File: src/rtl/hsop_pkg.sv
`timescale 1ns / 1ps
// ----------------------------------------------------------------------------
// hsop_pkg: shared types and constants for the hash seeded order permutation
// Holds the per-cycle step command that the sequencer hands to each list
// builder, and the fixed widths of the hash and of the list indexes.
// ----------------------------------------------------------------------------
package hsop_pkg;

   localparam int HASH_W   = 256;
   localparam int NIB_W    = 4;
   localparam int NIB_NUM  = HASH_W / NIB_W;
   localparam int IDX_W    = 4;
   localparam int SLOT_NUM = 16;

   // One command per cycle from the sequencer to a list builder
   typedef struct packed {
      logic             clear;   // start a new list
      logic             walk;    // nib is a hash nibble, reduce and try it
      logic             fill;    // nib is a candidate index, try it as is
      logic [NIB_W-1:0] nib;
   } step_type;

endpackage

File: src/rtl/hsop_list.sv
`timescale 1ns / 1ps
// ----------------------------------------------------------------------------
// hsop_list: permutation builder for one list
// Takes one hash nibble per cycle and reduces it modulo the list size, or one
// fill candidate as is, and appends the index to the permutation if unused.
// ----------------------------------------------------------------------------
module hsop_list #(
   parameter int COUNT = 15
) (
   input  logic                        clock,
   input  logic                        reset,
   input  hsop_pkg::step_type          step,
   input  logic [hsop_pkg::IDX_W-1:0]  rd_pos,
   output logic [hsop_pkg::IDX_W-1:0]  rd_idx,
   output logic                        full
);

   localparam int N = (COUNT < 1) ? 1 : ((COUNT > 16) ? 16 : COUNT);

   logic [hsop_pkg::IDX_W-1:0] mod_tab [hsop_pkg::SLOT_NUM];
   logic [hsop_pkg::IDX_W-1:0] perm_ff [hsop_pkg::SLOT_NUM];
   logic [hsop_pkg::SLOT_NUM-1:0] used_ff, used_in;
   logic [hsop_pkg::IDX_W:0]   count_ff, count_in;
   logic [hsop_pkg::IDX_W-1:0] sel;
   logic                       cand;
   logic                       place;

   // Constant table of nibble modulo list size
   for (genvar g = 0; g < hsop_pkg::SLOT_NUM; g++) begin : g_mod
      localparam int MOD_VAL = g % N;
      assign mod_tab[g] = hsop_pkg::IDX_W'(MOD_VAL);
   end

   assign full = (count_ff == (hsop_pkg::IDX_W+1)'(N));

   // Pick the candidate index and decide whether it is placed
   always_comb begin
      sel   = step.walk ? mod_tab[step.nib] : step.nib;
      cand  = step.walk || (step.fill && ({1'b0, step.nib} < (hsop_pkg::IDX_W+1)'(N)));
      place = cand && !full && !used_ff[sel];
      used_in  = used_ff;
      count_in = count_ff;
      if (step.clear) begin
         used_in  = '0;
         count_in = '0;
      end else if (place) begin
         used_in[sel] = 1'b1;
         count_in     = count_ff + 1'b1;
      end
   end

   always_ff @(posedge clock) begin
      if (reset) begin
         used_ff  <= '0;
         count_ff <= '0;
      end else begin
         used_ff  <= used_in;
         count_ff <= count_in;
      end
   end

   // Append the placed index at the next free slot
   always_ff @(posedge clock) begin
      if (!step.clear && place) begin
         perm_ff[count_ff[hsop_pkg::IDX_W-1:0]] <= sel;
      end
   end

   assign rd_idx = perm_ff[rd_pos];

endmodule

File: src/rtl/hash_seeded_order_permutation_core.sv
`timescale 1ns / 1ps
// ----------------------------------------------------------------------------
// hash_seeded_order_permutation_core: two permutations seeded by a hash
// Builds a core list and a second list from one 256-bit hash, one nibble a
// cycle, and emits both permutations one entry per item.
// ----------------------------------------------------------------------------
// Usage
//   Request channel: req_valid / req_stall carry the four 64-bit hash words.
//   A request is taken only while the core is idle; req_stall is high from
//   the accepted item until its last result has been loaded for output.
//   Response channel: rsp_valid / rsp_stall carry one list entry per item,
//   core list first (CORE_COUNT items), then the second list (CN_COUNT
//   items); rsp_last marks the final one. Both counts are clamped to 1..16.
//   Sequence: the walk covers the 64 hash nibbles (both lists share the one
//   nibble shift register), the fill tries the 16 indexes in order and
//   appends the unused ones, then one result per cycle unless rsp_stall
//   holds the output register.
//   A stalled result holds in the output register and the emitter waits.
//   Reset (synchronous) returns the sequencer to idle and drops any result.
// ----------------------------------------------------------------------------
module hash_seeded_order_permutation_core #(
   parameter int CORE_COUNT = 15,
   parameter int CN_COUNT   = 6
) (
   input  logic        clock,
   input  logic        reset,
   input  logic        req_valid,
   output logic        req_stall,
   input  logic [63:0] req_hash_word0,
   input  logic [63:0] req_hash_word1,
   input  logic [63:0] req_hash_word2,
   input  logic [63:0] req_hash_word3,
   output logic        rsp_valid,
   input  logic        rsp_stall,
   output logic        rsp_list_select,
   output logic [3:0]  rsp_position,
   output logic [3:0]  rsp_chosen_index,
   output logic        rsp_last
);

   localparam int CORE_N = (CORE_COUNT < 1) ? 1 : ((CORE_COUNT > 16) ? 16 : CORE_COUNT);
   localparam int CN_N   = (CN_COUNT < 1) ? 1 : ((CN_COUNT > 16) ? 16 : CN_COUNT);

   localparam logic [1:0] ST_IDLE = 2'd0;
   localparam logic [1:0] ST_WALK = 2'd1;
   localparam logic [1:0] ST_FILL = 2'd2;
   localparam logic [1:0] ST_EMIT = 2'd3;

   logic [1:0]                    state_ff, state_in;
   logic [hsop_pkg::HASH_W-1:0]   hash_ff, hash_in;
   logic [5:0]                    cnt_ff, cnt_in;
   logic                          lsel_ff, lsel_in;
   logic [hsop_pkg::IDX_W-1:0]    pos_ff, pos_in;
   logic                          rsp_valid_ff, rsp_valid_in;
   logic                          rsp_lsel_ff, rsp_lsel_in;
   logic [3:0]                    rsp_pos_ff, rsp_pos_in;
   logic [3:0]                    rsp_idx_ff, rsp_idx_in;
   logic                          rsp_last_ff, rsp_last_in;

   hsop_pkg::step_type            step;
   logic [hsop_pkg::IDX_W-1:0]    core_idx, cn_idx;
   logic                          core_full, cn_full;
   logic                          req_take;
   logic                          load_rsp;
   logic                          list_end;

   assign req_stall = (state_ff != ST_IDLE);
   assign req_take  = req_valid && !req_stall;
   assign load_rsp  = (state_ff == ST_EMIT) && (!rsp_valid_ff || !rsp_stall);
   assign list_end  = lsel_ff ? (pos_ff == hsop_pkg::IDX_W'(CN_N - 1))
                              : (pos_ff == hsop_pkg::IDX_W'(CORE_N - 1));

   // Build the step command for both list builders
   always_comb begin
      step.clear = req_take;
      step.walk  = (state_ff == ST_WALK);
      step.fill  = (state_ff == ST_FILL);
      step.nib   = (state_ff == ST_FILL) ? cnt_ff[hsop_pkg::IDX_W-1:0]
                                         : hash_ff[hsop_pkg::HASH_W-1 -: hsop_pkg::NIB_W];
   end

   hsop_list #(.COUNT(CORE_N)) u_core (
      .clock  (clock),
      .reset  (reset),
      .step   (step),
      .rd_pos (pos_ff),
      .rd_idx (core_idx),
      .full   (core_full)
   );

   hsop_list #(.COUNT(CN_N)) u_cn (
      .clock  (clock),
      .reset  (reset),
      .step   (step),
      .rd_pos (pos_ff),
      .rd_idx (cn_idx),
      .full   (cn_full)
   );

   // Sequence walk, fill and emit
   always_comb begin
      state_in = state_ff;
      hash_in  = hash_ff;
      cnt_in   = cnt_ff;
      lsel_in  = lsel_ff;
      pos_in   = pos_ff;
      unique case (state_ff)
         ST_IDLE: begin
            if (req_take) begin
               hash_in  = {req_hash_word3, req_hash_word2, req_hash_word1, req_hash_word0};
               cnt_in   = '0;
               state_in = ST_WALK;
            end
         end
         ST_WALK: begin
            hash_in = hash_ff << hsop_pkg::NIB_W;
            cnt_in  = cnt_ff + 1'b1;
            if (cnt_ff == 6'(hsop_pkg::NIB_NUM - 1)) begin
               cnt_in   = '0;
               state_in = ST_FILL;
            end
         end
         ST_FILL: begin
            cnt_in = cnt_ff + 1'b1;
            if (cnt_ff == 6'(hsop_pkg::SLOT_NUM - 1)) begin
               cnt_in   = '0;
               lsel_in  = 1'b0;
               pos_in   = '0;
               state_in = ST_EMIT;
            end
         end
         ST_EMIT: begin
            if (load_rsp) begin
               pos_in = pos_ff + 1'b1;
               if (list_end) begin
                  pos_in  = '0;
                  lsel_in = 1'b1;
                  if (lsel_ff) begin
                     state_in = ST_IDLE;
                  end
               end
            end
         end
         default: state_in = ST_IDLE;
      endcase
   end

   // Output register: in emit, load an item when empty or taken; hold when stalled
   always_comb begin
      rsp_valid_in = rsp_valid_ff;
      rsp_lsel_in  = rsp_lsel_ff;
      rsp_pos_in   = rsp_pos_ff;
      rsp_idx_in   = rsp_idx_ff;
      rsp_last_in  = rsp_last_ff;
      if (load_rsp) begin
         rsp_valid_in = 1'b1;
         rsp_lsel_in  = lsel_ff;
         rsp_pos_in   = pos_ff;
         rsp_idx_in   = lsel_ff ? cn_idx : core_idx;
         rsp_last_in  = lsel_ff && list_end;
      end else if (rsp_valid_ff && !rsp_stall) begin
         rsp_valid_in = 1'b0;
      end
   end

   always_ff @(posedge clock) begin
      if (reset) begin
         state_ff     <= ST_IDLE;
         cnt_ff       <= '0;
         lsel_ff      <= 1'b0;
         pos_ff       <= '0;
         rsp_valid_ff <= 1'b0;
      end else begin
         state_ff     <= state_in;
         cnt_ff       <= cnt_in;
         lsel_ff      <= lsel_in;
         pos_ff       <= pos_in;
         rsp_valid_ff <= rsp_valid_in;
      end
   end

   always_ff @(posedge clock) begin
      hash_ff     <= hash_in;
      rsp_lsel_ff <= rsp_lsel_in;
      rsp_pos_ff  <= rsp_pos_in;
      rsp_idx_ff  <= rsp_idx_in;
      rsp_last_ff <= rsp_last_in;
   end

   assign rsp_valid        = rsp_valid_ff;
   assign rsp_list_select  = rsp_lsel_ff;
   assign rsp_position     = rsp_pos_ff;
   assign rsp_chosen_index = rsp_idx_ff;
   assign rsp_last         = rsp_last_ff;

   // An accepted item always starts the nibble walk
   a_take_walk: assert property (@(posedge clock) disable iff (reset)
      req_take |=> (state_ff == ST_WALK))
      else $error("accepted item did not start the walk");

   // Both lists are complete before any entry is emitted
   a_emit_full: assert property (@(posedge clock) disable iff (reset)
      (state_ff == ST_EMIT) |-> (core_full && cn_full))
      else $error("emitting from an incomplete list");

   // Loading the final item of a request returns the sequencer to idle
   a_last_idle: assert property (@(posedge clock) disable iff (reset)
      (load_rsp && lsel_ff && list_end) |=> (state_ff == ST_IDLE))
      else $error("sequencer busy after the last item was loaded");

endmodule
File: config.mk
export PLATFORM = sky130hd
export DESIGN_NAME = hash_seeded_order_permutation_core
export DESIGN_NICKNAME = d
export VERILOG_FILES = /design/src/rtl/hsop_pkg.sv /design/src/rtl/hsop_list.sv /design/src/rtl/hash_seeded_order_permutation_core.sv
export SDC_FILE = /design/constraint.sdc
export NUM_CORES = 1
export LEC_CHECK = 0
export BUFFER_PORTS_ARGS = -buffer_cell sky130_fd_sc_hd__buf_2
export CORE_UTILIZATION = 52
export DETAILED_ROUTE_END_ITERATION = 8
export PLACE_DENSITY = 0.87
export SYNTH_ARGS = -nofsm -noshare
export SYNTH_HDL_FRONTEND = slang
export SYNTH_SLANG_ARGS = --single-unit
File: constraint.sdc
create_clock -name clock -period 18.61 [get_ports clock]
set_input_delay 0 -clock clock [delete_from_list [all_inputs] [get_ports clock]]
set_output_delay 0 -clock clock [all_outputs]
set_load 0.02 [all_outputs]
==> flow_summary.toml <==
[cts]
cts.sinks = 446
cts_root_buf = "clkbuf_16"
clock_latency_ns = 0.56
path_clk_slew_ns = 0.06
numCtsBuffers = 44
cts_tree = "done"
cts.path.max_buffers = 3
h-tree-depth = 2
postCtsSetupRepairBufs = 0

[die]
placementRows = 69
design.portCount = 272
dieArea_um2 = 37100
die_x_um = 193
die_h_um = 193
coreArea_um2 = 35700
initial_utilization = 0.530

[setup_path]
worst-path-max-fanout = 32
cp_data_required_time_ns = 18.78
end_kind = "register"
slowest_delay_ns = 0.92
ff2ff_path_depth = 10
crit_type = "reg -> reg"
cp_cell_sequence = "inv_1 > ha_1 > mux2i_4 > inv_2 > nand3_1 > o21ai_0 > a221oi_1 > o22a_1 > nand2_1 > nor4_1"
critPathBufInv = 2
reg2reg_slack_ns = 13.65
crit_family = "simple AND/OR/NAND/NOR gates"
startpoint_type = "register"
r2r_end = "u_core.perm_ff[0][1]"
worstPathArrival_ns = 5.13
crit_path_top_delay_cell = "nor4_1"
worstReg2RegStart = "state_ff[0]"

[drt]
drc = 16
ant_nets = 0
initialDrtViolationCount = 1367
vias = 12600
avgRoutedWirePerCell_um = 24.0
viasPerCell = 5.85
firstDrtPassIters = 9
wl_mm = 51.8

[timing]
fmax_mhz = 202
drv_slew = 0
slew_headroom = 0.156
fin_crit_sh = 0.267
tightest_slew_ns = 1.27
setup_viol = 0
rsz0062_at_grt = "false"
fin_crit_ns = 4.96
finClkSkew_ns = 0.0269
hold_viol = 0
tns_ns = 0
hold_ws_ns = 0.0601
fin_ws_ns = 13.65

[logic_synthesis]
synth_compound_area_frac = 0.0359
netlist_instances = 1124
synth_ff_type = "edfxtp_1"
yosys_register_bits = 446
synth_area_per_cell_um2 = 16.8
synth_edf_count = 394
synth_top_family_by_area = "multiplexers"
synth_xor_xnor_area_share = 0.000463
yosys.area_share.simple = 0.0454
synth_adder_area_share = 0.0113
yosys_warnings = 0
synth_cell_type_count = 58
synth_nets = 1401
synth.area.mux_share = 0.210
ys_async_sr_fraction = 0
synthesis.area_um2 = 18900
synth-seq-area-share = 0.681

[place]
portBuffers = 271
pre_cts_slack_ns = 13.76
globalplace.congestion = 0.834
dp_hpwl_mm = 26.6

[hold_path]
min-delay-path-class = "in -> reg"
worstHoldStart = "req_valid"
whs_endpoint = "state_ff[0]"
holdPathStages = 5

[grt]
grt_pass1_vias = 13300
grt.met3_usage = 0.0718
grt_pass1_wl_mm = 77.0
busiest_layer = "met2"
antenna_found_initial = 9
grt_max_degree = 97
use_met1 = 0.331
met2_usage = 0.475
track_usage = 0.282
grt-ovfl-total = 0

[run_status]
failed_checks = "DRC"
outcome = "finished with violations"

[cells_and_area]
fill_cells = 2030
syn2layout_area_growth_pct = 30.6
drive_gt1_frac = 0.387
mostFrequentLayoutCells = "394 x edfxtp_1, 271 x buf_2, 259 x mux2_2, 259 x dlygate4sd3_1, 59 x nand2_1"
layout_commonest_cell = "edfxtp_1"
finalNetCount = 1930

[power_and_ir_drop]
leakage_nw = 8.81
p_per_area_nw_per_um2 = 145
peakVddDrop_uv = 109

[flow_run]
cap_viol_max_count = 0
layout make-up:
type | count | area [um^2] | area share
antenna | 9 | 22.5 | 0.000912
clock buffer | 60 | 1230 | 0.0500
clock inverter | 19 | 120 | 0.00487
inverter | 16 | 60.1 | 0.00243
multi-input combinational | 602 | 5750 | 0.233
sequential | 446 | 12900 | 0.522
tap | 461 | 577 | 0.0234
timing repair buffer | 543 | 4050 | 0.164
cell families (layout without fill, tap and decap cells):
logic type                 Yosys count  count (layout)
AOI/OAI and AO/OA                   96              96
xor gates and xnor gates             1               1
adders and majority gates           17              17
buffers and inverters               76             638
DFF                                446             446
muxes                              310             310
other                                0               9
and+or+nand+nor                    178             178
worst max-delay path by stage:
stage | startpoint | slack, ns | depth (start not counted) | endpoint
5_1_grt | state_ff[0] | 13.23 | 10 | u_core.perm_ff[0][1]
2_1_floorplan | state_ff[1] | 5.50 | 5 | hash_ff[0]
3_3_place_gp | state_ff[0] | 13.95 | 10 | u_core.perm_ff[0][0]
3_5_place_dp | state_ff[0] | 13.76 | 10 | u_core.perm_ff[0][1]
4_1_cts | state_ff[0] | 13.75 | 10 | u_core.perm_ff[0][1]
6_report | state_ff[0] | 13.65 | 10 | u_core.perm_ff[0][1]
worst min-delay path: stages:
cell and delay (ns):
buf_2 0.11, nor2_1 0.14, a211oi_1 0.11, nor2_1 0.12, a311oi_1 0.07
per-layer routing:
| layer | up-vias | part of all wire |
|---|---|---|
| met1 | 6199 | 0.36 |
| met4 | 0 | 0.054 |
| li1 | 5488 | - |
| met5 | - | 0 |
| met2 | 773 | 0.50 |
| met3 | 153 | 0.088 |
report_power, final:
group | internal, mW | switching (mW)
sequential | 1.57 | 0.126
combinational | 0.406 | 0.614
clock | 0.478 | 0.380
total | 2.46 | 1.12
synth_stat cells, drive strengths merged, types with 2 or more instances:
master / count / area, um^2
a311oi: 4 / 35.0
a32o: 4 / 40.0
nor2b: 9 / 56.3
dfxtp: 52 / 1040
o21ai: 20 / 100
mux2: 260 / 2930
o31ai: 4 / 30.0
nor2: 41 / 154
mux2i: 9 / 115
or3: 3 / 18.8
nor3: 17 / 85.1
nor4bb: 2 / 20.0
o41ai: 14 / 123
nand3: 11 / 55.1
nand2: 60 / 228
a221oi: 2 / 17.5
and2: 5 / 31.3
a22oi: 4 / 30.0
a211oi: 5 / 50.1
clkbuf: 50 / 188
nand4: 2 / 12.5
nand2b: 3 / 18.8
nand3b: 2 / 15.0
ha: 17 / 213
a31oi: 6 / 37.5
nor4: 13 / 87.6
edfxtp: 394 / 11800
buf: 10 / 51.3
mux4: 41 / 923
and3: 4 / 25.0
or4: 2 / 15.0
a21oi: 17 / 85.1
a21boi: 2 / 15.0
o21a: 6 / 45.0
inv: 16 / 60.1
repair_timing:
| action | 4_1_cts | 5_1_grt |
|---|---|---|
| endpoints found under the hold margin | 274 | 0 |
| hold buffers | 259 | 0 |
| resized for setup | 0 | 0 |
metrics by stage:
| step | cells | utilization | cell area, um^2 | power, mW |
|---|---|---|---|---|
| after floorplan | 1124 | - | 18900 | 2.45 |
| after global placement | 1809 | 0.581 | 20700 | 2.55 |
| after detailed placement | 1809 | 0.581 | 20700 | 2.59 |
| after CTS | 2147 | 0.692 | 24700 | 3.48 |
| after global routing | 2153 | 0.692 | 24700 | 3.70 |
| final | 2156 | 0.692 | 24700 | 3.58 |
state kept, by name, indices dropped and copies added, names as in the netlist, 2 cells and up, named ones only:
register          count
u_core.count_ff       5
rsp_position          4
state_ff              2
hash_ff             256
u_cn.perm_ff         64
u_core.perm_ff       64
pos_ff                4
rsp_chosen_index      4
u_core.used_ff       16
cnt_ff                6
u_cn.count_ff         5
u_cn.used_ff          8
Note: power is estimated with default switching activity, not from simulation.
